--- src/hw/rtl/bfa_pkg.sv ---
// ----------------------------------------------------------------------------
// bfa_pkg: shared types and constants of the bitmap frame allocator
// Command and status codes, field widths and the lowest-clear-bit search.
// ----------------------------------------------------------------------------
package bfa_pkg;

   localparam int DEF_MAX_FRAMES = 4096;
   localparam int FRAME_SHIFT    = 12;
   localparam int WORD_BITS      = 32;
   localparam int BIT_POS_W      = 5;
   localparam int ADDR_W         = 32;
   localparam int FRAME_W        = ADDR_W - FRAME_SHIFT;
   localparam int COUNT_W        = 13;
   localparam int FREE_W         = 12;
   localparam int CMD_W          = 2;
   localparam int STATUS_W       = 2;

   localparam logic [COUNT_W-1:0]   COUNT_RESET = 13'd4096;
   localparam logic [WORD_BITS-1:0] FULL_WORD   = 32'hFFFF_FFFF;

   localparam logic [CMD_W-1:0] CMD_MARK_USED = 2'd0;
   localparam logic [CMD_W-1:0] CMD_MARK_FREE = 2'd1;
   localparam logic [CMD_W-1:0] CMD_TEST      = 2'd2;
   localparam logic [CMD_W-1:0] CMD_FIND      = 2'd3;

   localparam logic [STATUS_W-1:0] STATUS_OK    = 2'd0;
   localparam logic [STATUS_W-1:0] STATUS_RANGE = 2'd1;
   localparam logic [STATUS_W-1:0] STATUS_NONE  = 2'd2;

   // Control handed to the bit unit for one bitmap word.
   typedef struct packed {
      logic [CMD_W-1:0]     op;
      logic [BIT_POS_W-1:0] bit_pos;
   } bfa_bit_ctl_type;

   // What the bit unit reports about that word.
   typedef struct packed {
      logic [WORD_BITS-1:0] new_word;
      logic                 bit_used;
      logic                 word_full;
      logic [BIT_POS_W-1:0] zero_pos;
   } bfa_bit_res_type;

   // Binary search for the lowest clear bit: five halving steps.
   function automatic logic [BIT_POS_W-1:0] lowest_zero(input logic [WORD_BITS-1:0] v);
      logic [WORD_BITS-1:0] w;
      logic [WORD_BITS-1:0] mask;
      logic [BIT_POS_W-1:0] pos;
      w   = v;
      pos = '0;
      for (int s = BIT_POS_W - 1; s >= 0; s--) begin
         mask = (32'h1 << (32'h1 << s)) - 32'h1;
         if (s == BIT_POS_W - 1) begin
            mask = 32'h0000_FFFF;
         end
         if ((w & mask) == mask) begin
            pos[s] = 1'b1;
            w      = w >> (32'h1 << s);
         end
      end
      return pos;
   endfunction

endpackage

--- src/hw/rtl/bfa_if.sv ---
// ----------------------------------------------------------------------------
// bfa_if: handshake channels of the bitmap frame allocator
// Request, response and configuration write channels with valid and ready.
// ----------------------------------------------------------------------------
interface bfa_req_if import bfa_pkg::*; ();
   logic               valid;
   logic               ready;
   logic [CMD_W-1:0]   command;
   logic [ADDR_W-1:0]  frame_address;

   modport source (output valid, output command, output frame_address, input ready);
   modport sink   (input valid, input command, input frame_address, output ready);
endinterface

interface bfa_rsp_if import bfa_pkg::*; ();
   logic                valid;
   logic                ready;
   logic                frame_used;
   logic [FREE_W-1:0]   free_frame;
   logic [STATUS_W-1:0] status;

   modport source (output valid, output frame_used, output free_frame, output status,
                   input ready);
   modport sink   (input valid, input frame_used, input free_frame, input status,
                   output ready);
endinterface

interface bfa_csr_if import bfa_pkg::*; ();
   logic               valid;
   logic               ready;
   logic [COUNT_W-1:0] frame_count;

   modport source (output valid, output frame_count, input ready);
   modport sink   (input valid, input frame_count, output ready);
endinterface

--- src/hw/rtl/bitmap_frame_allocator.sv ---
// ----------------------------------------------------------------------------
// bitmap_frame_allocator: bitmap allocator for 4 KiB physical frames
// Mark used / mark free / test: the addressed word is read, then tested or rewritten
// (not for an address beyond the frame count); ready returns as the result is offered.
// Find first free: reads bitmap words in order until a free bit is found, at most
// min(frame_count, MAX_FRAMES)/32 words, one word per cycle through one port.
// Reset clears the whole bitmap in a pass during which no item is accepted;
// frame_count resets to 4096.
// ----------------------------------------------------------------------------
module bitmap_frame_allocator import bfa_pkg::*; #(
   parameter int MAX_FRAMES = DEF_MAX_FRAMES
) (
   input  logic     clock,
   input  logic     reset,
   bfa_req_if.sink  req_ch,
   bfa_rsp_if.source rsp_ch,
   bfa_csr_if.sink  csr_ch
);

   // Storage geometry. The word count follows from the frame limit, the
   // effective count is kept wide enough to hold both the register and the
   // limit itself.
   localparam int WORDS  = (MAX_FRAMES + WORD_BITS - 1) / WORD_BITS;
   localparam int AW     = (WORDS > 1) ? $clog2(WORDS) : 1;
   localparam int WC_W   = $clog2(WORDS + 1);
   localparam int LIM_W  = $clog2(MAX_FRAMES + 1);
   localparam int EC_W   = (LIM_W > COUNT_W) ? LIM_W : COUNT_W;
   localparam int CMP_W  = (EC_W > FRAME_W) ? EC_W : FRAME_W;
   localparam int WSEL_W = FRAME_W - BIT_POS_W;

   localparam logic [EC_W-1:0] MAX_COUNT = EC_W'(MAX_FRAMES);
   localparam logic [AW-1:0]   LAST_WORD = AW'(WORDS - 1);

   // Sequencer states.
   localparam logic [2:0] S_CLEAR = 3'd0;
   localparam logic [2:0] S_IDLE  = 3'd1;
   localparam logic [2:0] S_LOOK  = 3'd2;
   localparam logic [2:0] S_SCAN  = 3'd3;
   localparam logic [2:0] S_DONE  = 3'd4;

   logic [2:0]           state_ff, state_in;
   logic [AW-1:0]        ptr_ff, ptr_in;
   logic [WC_W-1:0]      words_ff, words_in;
   logic [CMD_W-1:0]     cmd_ff, cmd_in;
   logic [BIT_POS_W-1:0] bitpos_ff, bitpos_in;
   logic [COUNT_W-1:0]   count_ff, count_in;

   // Result waiting for the output register.
   logic                 res_used_ff, res_used_in;
   logic [FREE_W-1:0]    res_free_ff, res_free_in;
   logic [STATUS_W-1:0]  res_status_ff, res_status_in;

   // Output register toward the response channel.
   logic                 rsp_valid_ff, rsp_valid_in;
   logic                 rsp_used_ff, rsp_used_in;
   logic [FREE_W-1:0]    rsp_free_ff, rsp_free_in;
   logic [STATUS_W-1:0]  rsp_status_ff, rsp_status_in;

   logic                 ram_wr_en;
   logic [AW-1:0]        ram_rd_addr;
   logic [WORD_BITS-1:0] ram_wr_data;
   logic [WORD_BITS-1:0] ram_rd_data;

   bfa_bit_ctl_type      bu_ctl;
   bfa_bit_res_type      bu_res;

   logic [EC_W-1:0]      count_ext;
   logic [EC_W-1:0]      eff_count;
   logic [EC_W-1:0]      eff_words_wide;
   logic [WC_W-1:0]      scan_words;
   logic [FRAME_W-1:0]   req_frame;
   logic [WSEL_W-1:0]    req_word_sel;
   logic                 req_out_of_range;
   logic                 req_take;
   logic [WC_W-1:0]      next_scan;
   logic [WORD_BITS-1:0] found_wide;

   bfa_bitmap_ram #(
      .DEPTH (WORDS),
      .AW    (AW)
   ) u_ram (
      .clock   (clock),
      .wr_en   (ram_wr_en),
      .wr_addr (ptr_ff),
      .wr_data (ram_wr_data),
      .rd_addr (ram_rd_addr),
      .rd_data (ram_rd_data)
   );

   assign bu_ctl.op      = cmd_ff;
   assign bu_ctl.bit_pos = bitpos_ff;

   bfa_bit_unit u_bit_unit (
      .word (ram_rd_data),
      .ctl  (bu_ctl),
      .res  (bu_res)
   );

   // A count above the frame limit behaves as the limit. The search covers
   // only whole words below the effective count.
   assign count_ext      = EC_W'(count_ff);
   assign eff_count      = (count_ext > MAX_COUNT) ? MAX_COUNT : count_ext;
   assign eff_words_wide = eff_count >> BIT_POS_W;
   assign scan_words     = eff_words_wide[WC_W-1:0];

   // Frame index of the request and the bitmap word that holds it. A frame
   // below the effective count always lies inside the bitmap.
   assign req_frame        = req_ch.frame_address[ADDR_W-1:FRAME_SHIFT];
   assign req_word_sel     = req_frame[FRAME_W-1:BIT_POS_W];
   assign req_out_of_range = CMP_W'(req_frame) >= CMP_W'(eff_count);

   assign req_take  = req_ch.valid && req_ch.ready;
   assign next_scan = WC_W'(ptr_ff) + WC_W'(1);

   // Frame index of the free bit found in the current scan word, cut to the
   // width of the result field.
   assign found_wide = WORD_BITS'({ptr_ff, bu_res.zero_pos});

   // The configuration register is to be written only while the block is idle; the block itself does not enforce this.
   assign csr_ch.ready = 1'b1;
   assign count_in     = (csr_ch.valid && csr_ch.ready) ? csr_ch.frame_count : count_ff;

   assign req_ch.ready = (state_ff == S_IDLE);

   always_comb begin
      state_in      = state_ff;
      ptr_in        = ptr_ff;
      words_in      = words_ff;
      cmd_in        = cmd_ff;
      bitpos_in     = bitpos_ff;
      res_used_in   = res_used_ff;
      res_free_in   = res_free_ff;
      res_status_in = res_status_ff;
      ram_wr_en     = 1'b0;
      ram_wr_data   = bu_res.new_word;
      ram_rd_addr   = ptr_ff;

      rsp_valid_in  = rsp_valid_ff && !rsp_ch.ready;
      rsp_used_in   = rsp_used_ff;
      rsp_free_in   = rsp_free_ff;
      rsp_status_in = rsp_status_ff;

      case (state_ff)
         S_CLEAR: begin
            // One word cleared per cycle after reset.
            ram_wr_en   = 1'b1;
            ram_wr_data = '0;
            if (ptr_ff == LAST_WORD) begin
               state_in = S_IDLE;
            end else begin
               ptr_in = ptr_ff + AW'(1);
            end
         end
         S_IDLE: begin
            if (req_take) begin
               cmd_in      = req_ch.command;
               res_used_in = 1'b0;
               res_free_in = '0;
               if (req_ch.command == CMD_FIND) begin
                  if (scan_words == '0) begin
                     res_status_in = STATUS_NONE;
                     state_in      = S_DONE;
                  end else begin
                     ram_rd_addr   = '0;
                     ptr_in        = '0;
                     words_in      = scan_words;
                     res_status_in = STATUS_OK;
                     state_in      = S_SCAN;
                  end
               end else if (req_out_of_range) begin
                  // Ignored: the bitmap stays as it is.
                  res_status_in = STATUS_RANGE;
                  state_in      = S_DONE;
               end else begin
                  ram_rd_addr   = req_word_sel[AW-1:0];
                  ptr_in        = req_word_sel[AW-1:0];
                  bitpos_in     = req_frame[BIT_POS_W-1:0];
                  res_status_in = STATUS_OK;
                  state_in      = S_LOOK;
               end
            end
         end
         S_LOOK: begin
            // Read-modify-write of the addressed word, or a plain test.
            if (cmd_ff == CMD_MARK_USED || cmd_ff == CMD_MARK_FREE) begin
               ram_wr_en = 1'b1;
            end
            res_used_in = (cmd_ff == CMD_TEST) ? bu_res.bit_used : 1'b0;
            state_in    = S_DONE;
         end
         S_SCAN: begin
            // The word read last cycle is checked while the next is fetched.
            if (!bu_res.word_full) begin
               res_free_in = found_wide[FREE_W-1:0];
               state_in    = S_DONE;
            end else if (next_scan == words_ff) begin
               res_status_in = STATUS_NONE;
               state_in      = S_DONE;
            end else begin
               ptr_in      = ptr_ff + AW'(1);
               ram_rd_addr = ptr_ff + AW'(1);
            end
         end
         S_DONE: begin
            // Hand the result over once the output register is free.
            if (!rsp_valid_ff || rsp_ch.ready) begin
               rsp_valid_in  = 1'b1;
               rsp_used_in   = res_used_ff;
               rsp_free_in   = res_free_ff;
               rsp_status_in = res_status_ff;
               state_in      = S_IDLE;
            end
         end
         default: begin
            state_in = S_IDLE;
         end
      endcase
   end

   always_ff @(posedge clock) begin
      if (reset) begin
         state_ff     <= S_CLEAR;
         ptr_ff       <= '0;
         count_ff     <= COUNT_RESET;
         rsp_valid_ff <= 1'b0;
      end else begin
         state_ff     <= state_in;
         ptr_ff       <= ptr_in;
         count_ff     <= count_in;
         rsp_valid_ff <= rsp_valid_in;
      end
   end

   always_ff @(posedge clock) begin
      words_ff      <= words_in;
      cmd_ff        <= cmd_in;
      bitpos_ff     <= bitpos_in;
      res_used_ff   <= res_used_in;
      res_free_ff   <= res_free_in;
      res_status_ff <= res_status_in;
      rsp_used_ff   <= rsp_used_in;
      rsp_free_ff   <= rsp_free_in;
      rsp_status_ff <= rsp_status_in;
   end

   assign rsp_ch.valid      = rsp_valid_ff;
   assign rsp_ch.frame_used = rsp_used_ff;
   assign rsp_ch.free_frame = rsp_free_ff;
   assign rsp_ch.status     = rsp_status_ff;

endmodule

--- src/hw/rtl/bfa_bitmap_ram.sv ---
// ----------------------------------------------------------------------------
// bfa_bitmap_ram: bitmap word storage
// One write port and one read port with registered read data.
// ----------------------------------------------------------------------------
module bfa_bitmap_ram import bfa_pkg::*; #(
   parameter int DEPTH = DEF_MAX_FRAMES / WORD_BITS,
   parameter int AW    = (DEPTH > 1) ? $clog2(DEPTH) : 1
) (
   input  logic                 clock,
   input  logic                 wr_en,
   input  logic [AW-1:0]        wr_addr,
   input  logic [WORD_BITS-1:0] wr_data,
   input  logic [AW-1:0]        rd_addr,
   output logic [WORD_BITS-1:0] rd_data
);

   logic [WORD_BITS-1:0] mem [DEPTH];
   logic [WORD_BITS-1:0] rd_data_ff;

   always_ff @(posedge clock) begin
      if (wr_en) begin
         mem[wr_addr] <= wr_data;
      end
   end

   always_ff @(posedge clock) begin
      rd_data_ff <= mem[rd_addr];
   end

   assign rd_data = rd_data_ff;

endmodule

--- src/hw/rtl/bfa_bit_unit.sv ---
// ----------------------------------------------------------------------------
// bfa_bit_unit: shared word operator
// Sets, clears or tests one bit of a bitmap word and finds its lowest free bit.
// ----------------------------------------------------------------------------
module bfa_bit_unit import bfa_pkg::*; (
   input  logic [WORD_BITS-1:0] word,
   input  bfa_bit_ctl_type      ctl,
   output bfa_bit_res_type      res
);

   logic [WORD_BITS-1:0] bit_mask;

   assign bit_mask = 32'h1 << ctl.bit_pos;

   always_comb begin
      case (ctl.op)
         CMD_MARK_USED: res.new_word = word | bit_mask;
         CMD_MARK_FREE: res.new_word = word & ~bit_mask;
         default:       res.new_word = word;
      endcase
      res.bit_used  = word[ctl.bit_pos];
      res.word_full = (word == FULL_WORD);
      res.zero_pos  = lowest_zero(word);
   end

endmodule
--- src/flat_wrapper.sv ---
// flat-port wrapper written by rule: the top's interface ports become plain ports
module bitmap_frame_allocator_flat import bfa_pkg::*;
#(
   parameter int MAX_FRAMES = DEF_MAX_FRAMES
)
  (clock, reset, req_ch_valid, req_ch_command, req_ch_frame_address, req_ch_ready, rsp_ch_valid, rsp_ch_frame_used, rsp_ch_free_frame, rsp_ch_status, rsp_ch_ready, csr_ch_valid, csr_ch_frame_count, csr_ch_ready);
  bfa_req_if req_ch_i ();
  bfa_rsp_if rsp_ch_i ();
  bfa_csr_if csr_ch_i ();
  input  logic clock;
  input  logic reset;
  input wire logic [$bits(req_ch_i.valid)-1:0] req_ch_valid;
  input wire logic [$bits(req_ch_i.command)-1:0] req_ch_command;
  input wire logic [$bits(req_ch_i.frame_address)-1:0] req_ch_frame_address;
  output wire logic [$bits(req_ch_i.ready)-1:0] req_ch_ready;
  output wire logic [$bits(rsp_ch_i.valid)-1:0] rsp_ch_valid;
  output wire logic [$bits(rsp_ch_i.frame_used)-1:0] rsp_ch_frame_used;
  output wire logic [$bits(rsp_ch_i.free_frame)-1:0] rsp_ch_free_frame;
  output wire logic [$bits(rsp_ch_i.status)-1:0] rsp_ch_status;
  input wire logic [$bits(rsp_ch_i.ready)-1:0] rsp_ch_ready;
  input wire logic [$bits(csr_ch_i.valid)-1:0] csr_ch_valid;
  input wire logic [$bits(csr_ch_i.frame_count)-1:0] csr_ch_frame_count;
  output wire logic [$bits(csr_ch_i.ready)-1:0] csr_ch_ready;
  assign req_ch_i.valid = req_ch_valid;
  assign req_ch_i.command = req_ch_command;
  assign req_ch_i.frame_address = req_ch_frame_address;
  assign req_ch_ready = req_ch_i.ready;
  assign rsp_ch_valid = rsp_ch_i.valid;
  assign rsp_ch_frame_used = rsp_ch_i.frame_used;
  assign rsp_ch_free_frame = rsp_ch_i.free_frame;
  assign rsp_ch_status = rsp_ch_i.status;
  assign rsp_ch_i.ready = rsp_ch_ready;
  assign csr_ch_i.valid = csr_ch_valid;
  assign csr_ch_i.frame_count = csr_ch_frame_count;
  assign csr_ch_ready = csr_ch_i.ready;
  bitmap_frame_allocator #(.MAX_FRAMES(MAX_FRAMES)) u_core (.clock(clock), .reset(reset), .req_ch(req_ch_i), .rsp_ch(rsp_ch_i), .csr_ch(csr_ch_i));
endmodule
--- config.mk ---
export PLATFORM = sky130hd
export DESIGN_NAME = bitmap_frame_allocator_flat
export DESIGN_NICKNAME = d
export VERILOG_FILES = /design/src/hw/rtl/bfa_pkg.sv /design/src/hw/rtl/bfa_if.sv /design/src/hw/rtl/bitmap_frame_allocator.sv /design/src/hw/rtl/bfa_bitmap_ram.sv /design/src/hw/rtl/bfa_bit_unit.sv /design/src/flat_wrapper.sv
export SDC_FILE = /design/constraint.sdc
export NUM_CORES = 2
export LEC_CHECK = 0
export BUFFER_PORTS_ARGS = -buffer_cell sky130_fd_sc_hd__buf_4
export CORE_UTILIZATION = 35
export CTS_CLUSTER_DIAMETER = 40
export DETAILED_ROUTE_END_ITERATION = 16
export PLACE_DENSITY = 0.53
export SLEW_MARGIN = 40
export SYNTH_ARGS = -nofsm -noshare
export SYNTH_HDL_FRONTEND = slang
export SYNTH_SLANG_ARGS = --single-unit
--- constraint.sdc ---
create_clock -name clock -period 7.54 [get_ports clock]
set_input_delay 1.508 -clock clock [delete_from_list [all_inputs] [get_ports clock]]
set_output_delay 1.508 -clock clock [all_outputs]
set_load 0.03 [all_outputs]
# After elaboration in Yosys (flattened, before gate mapping)
# Memories as Yosys holds them, arrays and structs flattened. A register that Yosys moved wholly into a read port is not among the register bits.
# Index checks and enable logic that the tools add are counted.
dict set report op_classes {
  n_addsub 2
  mul 0
  n_div 0
  order_cmp 3
  eq_ne 22
  shift 1
  n_mux 51
  bitwise_logic 6
  n_reduce_logical 21
}
# operator n
set op_table {}
lappend op_table {{one-hot mux 32 bit (2 select lines)} 1}
lappend op_table {{two-way mux 7 bit} 8}
lappend op_table {{AND 32 bit} 1}
lappend op_table {{equality test 32 bit, second input constant} 1}
lappend op_table {{two-way mux 32 bit} 1}
lappend op_table {{inverter 32 bit} 1}
lappend op_table {{bitwise OR 32 bit} 1}
lappend op_table {{<< shifter 1 x 5 -> 32 bit, first input constant} 1}
lappend op_table {{two-way mux 3 bit} 9}
lappend op_table {{two-way mux 12 bit} 2}
lappend op_table {{one-hot mux 12 bit (2 select lines)} 1}
lappend op_table {{one-hot mux 7 bit (3 select lines)} 1}
lappend op_table {{greater-or-equal comparator 20 x 13 -> 1 bit} 1}
lappend op_table {{equality test 16 bit, second input constant} 1}
lappend op_table {{AND reduction 4 bit} 4}
lappend op_table {{two-way mux 1 bit} 15}
lappend op_table {{two-way mux 15 bit} 1}
lappend op_table {{one-hot mux 3 bit (5 select lines)} 1}
lappend op_table {{one-hot mux 7 bit (2 select lines)} 1}
lappend op_table {{greater-than comparator 13 bit, second input constant} 1}
lappend op_table {{two-way mux 13 bit} 1}
lappend op_table {{two-way mux 2 bit} 5}
lappend op_table {{adder 7 x 1 -> 8 bit, second input constant} 1}
lappend op_table {{equality test 8 bit} 1}
lappend op_table {{27 further kinds} 45}
dict set report word_totals {
  regBits 69
  latchBits 0
  mem_bits_rw 4096
  romBits 0
  input_bits 52
  output_inout_bits 18
  wordCells 120
  memories 1
}
# name words word_bits rd rd_clocked_by_memory_dff write_ports line
set mem_list {}
lappend mem_list {u_core.u_ram.mem 128 32 1 1 1 bfa_bitmap_ram.sv:17} ;# logic [WORD_BITS-1:0] mem [DEPTH];

# Depth between registers and ports, before layout
dict set report logic_depth {
  depth_word 11
  mapped_depth 21
  ltp_nobuf 16
}

# Cells and area by module
# Synthesis repeated with hierarchy kept, for this count alone.
dict set report unflattened {
  hier_cells 6550
  area_unflattened_um2 161317.2
}
# module instances cells_each area_per_inst_um2 seq_area_each_um2
set modules_own_cells {}
lappend modules_own_cells {bfa_bitmap_ram 1 5990 156276.1 123638.6}
lappend modules_own_cells {bitmap_frame_allocator 1 410 3918.8 1831.8}
lappend modules_own_cells {bfa_bit_unit 1 150 1122.3 0.0}

# Worst setup path after synthesis
# No wires, ideal clock.
dict set report synth_timing {
  path_type {reg-to-reg}
  from {register u_core.bitpos_ff[0]}
  to {memory u_core.u_ram.mem[0][12], data pin}
  setup_time_ps 1230
  t_arrival_ps 6799
  required_time_ps 6310
  setup_slack_ps -489
  stages_incl_launch_ff 7
  n_path_buf 2
  period_less_slack_ps 8029
  path_cell_list {edfxtp_1 clkbuf_1 buf_1 or3b_2 nor2_1 nor2_1 a211oi_1}
}
dict set report synth_via {
  elab_chain_len 5
  elab_cells_between_ends 6
  cone_classes {shift (1); mux (2); bitwise (3)}
}
# item line
set synth_lines {}
lappend synth_lines {{from (decl)} bitmap_frame_allocator.sv:45} ;# logic [BIT_POS_W-1:0] bitpos_ff, bitpos_in;
lappend synth_lines {{from (signal assigned)} bitmap_frame_allocator.sv:237} ;# bitpos_ff <= bitpos_in;
lappend synth_lines {{<< shifter 1 x 5 -> 32 bit (*)} bfa_bit_unit.sv:13} ;# assign bit_mask = 32'h1 << ctl.bit_pos;
lappend synth_lines {{inverter 32 bit} bfa_bit_unit.sv:18} ;# CMD_MARK_FREE: res.new_word = word & ~bit_mask;
lappend synth_lines {{AND 32 bit} bfa_bit_unit.sv:18}
lappend synth_lines {{one-hot mux 32 bit (2 select lines) (*)} bfa_bit_unit.sv:16} ;# case (ctl.op)
lappend synth_lines {{two-way mux 32 bit (*)} bitmap_frame_allocator.sv:143} ;# case (state_ff)
lappend synth_lines {{via u_core.ram_wr_data[12]} bitmap_frame_allocator.sv:61} ;# logic [WORD_BITS-1:0] ram_wr_data;
lappend synth_lines {{to (decl)} bfa_bitmap_ram.sv:17}
# The timed path passes the listed nets; every way through them passes the cells marked *.

# Worst setup path in the final report
dict set report layout_timing {
  from {register u_core.ptr_ff[2]}
  to {register u_core.u_ram.rd_data_ff[15] (netlist: u_core.u_ram.rd_data[15]) (read register of u_core.u_ram.mem)}
}
dict set report layout_via {
  elab_chain_len 5
  elab_cells_between_ends 10
  cone_classes {add/sub (2); eq/ne (1); mux (7)}
}
# item line
set layout_lines {}
lappend layout_lines {{from (decl)} bitmap_frame_allocator.sv:42} ;# logic [AW-1:0] ptr_ff, ptr_in;
lappend layout_lines {{from (signal assigned)} bitmap_frame_allocator.sv:228} ;# ptr_ff <= ptr_in;
lappend layout_lines {{adder 7 x 1 -> 8 bit} bitmap_frame_allocator.sv:113} ;# assign next_scan = WC_W'(ptr_ff) + WC_W'(1);
lappend layout_lines {{equality test 8 bit} bitmap_frame_allocator.sv:196} ;# end else if (next_scan == words_ff) begin
lappend layout_lines {{two-way mux 7 bit (2 in a row)} -}
lappend layout_lines {{one-hot mux 7 bit (2 select lines) (*)} bitmap_frame_allocator.sv:143}
lappend layout_lines {{to (decl)} bfa_bitmap_ram.sv:18} ;# logic [WORD_BITS-1:0] rd_data_ff;
# Every way passes the cells marked *; elsewhere a longest branch is shown, timed or not.
# A chain may end at the register's enable or synchronous reset.

==> metrics.cfg <==
[timing]
worst_pin_slew_ns = 0.968
rsz0062_at_grt = no
slew_violations = 0
setup_viol = 0
holdWs_ns = 0.409
min_period_ns = 6.35
finalHoldViolCount = 0
period_share_pct = 84.2
max-slew-margin-rel_pct = 35.2
fmax_mhz = 158
setup_tns_ns = 0
clock-skew-final_ns = 0.0531

[synthesis]
synth_edf_count = 4141
synthCells = 12000
yosysSeqAreaShare_pct = 75.3
synth_area_leader_cell = edfxtp_1
synth.distinct_cells = 85
ys_seq_elements = 4197
syn_avg_cell_area_sq_um = 13.8
netlist_area_sq_um = 167000
async_flop_share_pct = 0
synthTopCellsByCount = edfxtp_1 (4141), nand2_1 (3071), nand3_1 (1524)
synth_fp_nets = 12100
yosys.area.top_type_share_pct = 74.6
yosys_warnings = 0
synth_ff_type = edfxtp_1
synth.most_common_cell = edfxtp_1
synth_area_leaders = edfxtp_1 (75%), nand2_1 (6.9%), nand3_1 (4.6%)

[setup_path]
reg2regPathDepth = 16
start_kind = flop
crit_required_ns = 8.46
r2r-start = u_core.ptr_ff[2]$_SDFFE_PP0P_
critPathMaxFanout = 100
cp.arrival_ns = 7.27
rrSetupSlack_ns = 1.19
critPathKind = flop to flop
endpoint_kind = flop
r2r-end = u_core.u_ram.rd_data[15]$_DFF_P_

[run_status]
status = completed

[floorplan]
die_w_um = 692
die-area_sq_um = 479000
dieHeight_um = 692
start_util_pct = 35.1
pin_count = 70
core_sq_um = 475000
num_rows = 253

[clock_network]
path_clk_slew_ns = 0.05
cts_resized = 0
cts_root_buf = clkbuf_16
cts_hold_buf = 0
cts_tree = built
cts_buffers = 568
clock_sinks = 4197
cts_max_level = 6
cts_max_path_buffers = 4
post_cts_buffers = 0
worst_skew_pair.late_latency_ns = 1.06

[routing]
wl_per_cell_um = 28.7
drt_iter0_markers = 12600
drt-pass1-iter-count = 6
via_per_inst = 5.54
postRouteAntennaNets = 0
vias = 107000
drc = 0
wirelength_mm = 553

[global_routing]
grt_remaining_overflow = 0
antenna_found_initial = 31
grt_pass1_wl_mm = 773
grt_pass1_vias = 101000
grt_max_degree = 129
gr-usage-all-layers_pct = 22.3

[layout]
n_fill_cell = 43000
seq_area_sq_um = 125000
area_growth_pct = 19.0
design.final.nets = 12600
multi_input_area_sq_um = 39300
layout-drive-gt1-share_pct = 14.8

[min_path]
whs_path_depth = 0
hp-start = u_core.res_free_ff[11]$_SDFFCE_PN0P_
hold_path.class = flop to flop
hold_end = u_core.rsp_ch.free_frame[11]$_DFFE_PP_

[placed_design]
globalplace.congestion = 0.915
hpwl_mm = 317
io_buffer_count = 56

[power]
peakVddDrop_v = 0.000228
p_per_area_nw_per_um2 = 281
leakage_nw = 69.6

[flow_run]
drv_cap = 0

==> cell type report <==
type                            count  share of cell area (%)
Antenna cell                        3                 0.00378
Clock buffer                      653                    7.48
Clock inverter                    386                    2.33
Inverter                           31                  0.0587
Multi-Input combinational cell   7036                    19.8
Sequential cell                  4197                    63.2
Tap cell                         6247                    3.94
Timing Repair Buffer              686                    3.13
==> cell usage in the layout (no fill, tap or decap), drive strengths merged, types with 81 or more instances in the layout <==
cell	instances
edfxtp	4141
nand2	3073
nand3	1525
buf	686
clkbuf	653
mux2i	528
a21oi	375
nor2	265
clkinv	193
a211oi	146
a31oi	140
o21ai	128
inv	98
a32oi	94
nor3	81
==> power breakdown <==
group          switching [mW]  internal [mW]  leakage, nW
clock                    10.5           16.9         9.39
sequential             0.0832           25.4         41.3
combinational            2.06          0.874         18.9
==> through the flow <==
step / std cells / setup slack [ns] / power [mW] / cell area, sq um / util, %
detailed placement: 18200 / 0.527 / 28.8 / 179000 / 37.7
CTS: 19200 / 1.39 / 56.2 / 198000 / 41.8
finish: 19200 / 1.19 / 55.8 / 198000 / 41.8
global route: 19200 / 0.974 / 57.3 / 198000 / 41.8
floorplan: 12000 / -0.326 / 27.6 / 167000 / -
global placement: 18200 / 0.399 / 28.8 / 179000 / 37.6
==> worst max-delay path: stages, from the launching register on <==
cell and delay, ns:
dfxtp_1 0.68, buf_4 0.30, inv_1 0.23, a2111oi_2 0.53, a211oi_2 0.14, and3_1 0.34, or3b_1 0.49, nand3_4 0.42
buf_12 0.47, buf_4 0.57, mux2i_1 0.26, mux2i_1 0.09, mux2i_1 0.52, o22ai_1 0.17, nor4_1 0.55, buf_4 0.26
o211ai_1 0.09
==> metal layers <==
layer | global-route usage (%) | wire, um
met5 | 0 | 78
met4 | 9.15 | 24900
met3 | 4.72 | 50500
met2 | 34.7 | 249000
met1 | 30.6 | 228000
==> state kept, by name (all words and copies together) (netlist names), 2 cells and up <==
name                      count
u_core.u_ram.mem           4096
u_core.u_ram.rd_data         32
u_core.count_ext             13
u_core.res_free_ff           12
u_core.rsp_ch.free_frame     12
u_core.words_ff               8
u_core.ptr_ff                 7
u_core.bitpos_ff              5
u_core.state_ff               3
u_core.cmd_ff                 2
u_core.res_status_ff          2
u_core.rsp_ch.status          2
==> how the worst max path moves through the flow <==
stage                                                    to  cells past startpoint  slack [ns]                              start
final                      u_core.u_ram.rd_data[15]$_DFF_P_                     16        1.19      u_core.ptr_ff[2]$_SDFFE_PP0P_
after global routing       u_core.u_ram.rd_data[15]$_DFF_P_                     18        0.97  u_core.count_ext[12]$_SDFFE_PP1P_
after CTS                  u_core.u_ram.rd_data[14]$_DFF_P_                     17        1.39      u_core.ptr_ff[2]$_SDFFE_PP0P_
after detailed placement   u_core.u_ram.rd_data[15]$_DFF_P_                     15        0.53           req_ch_frame_address[30]
after global placement      u_core.u_ram.rd_data[3]$_DFF_P_                     15        0.40           req_ch_frame_address[30]
after floorplan           u_core.u_ram.mem[0][31]$_DFFE_PP_                      6       -0.33      u_core.bitpos_ff[0]$_DFFE_PP_
==> cells by family (layout without fill, tap and decap cells) <==
kind of cell / count (synthesis) / in the layout / synth area share [%]
other: 1 / 4 / 0.00225
AND/OR/NAND/NOR: 5183 / 5183 / 13.3
buffers and inverters: 810 / 1756 / 2.22
adder cells (fa/ha/maj): 14 / 14 / 0.105
flip-flops: 4197 / 4197 / 75.3
XOR/XNOR: 12 / 12 / 0.0630
AO/OA/AOI/OAI: 1225 / 1225 / 4.95
multiplexers: 601 / 601 / 4.13
No activity file was read; power rests on OpenSTA's default activity.
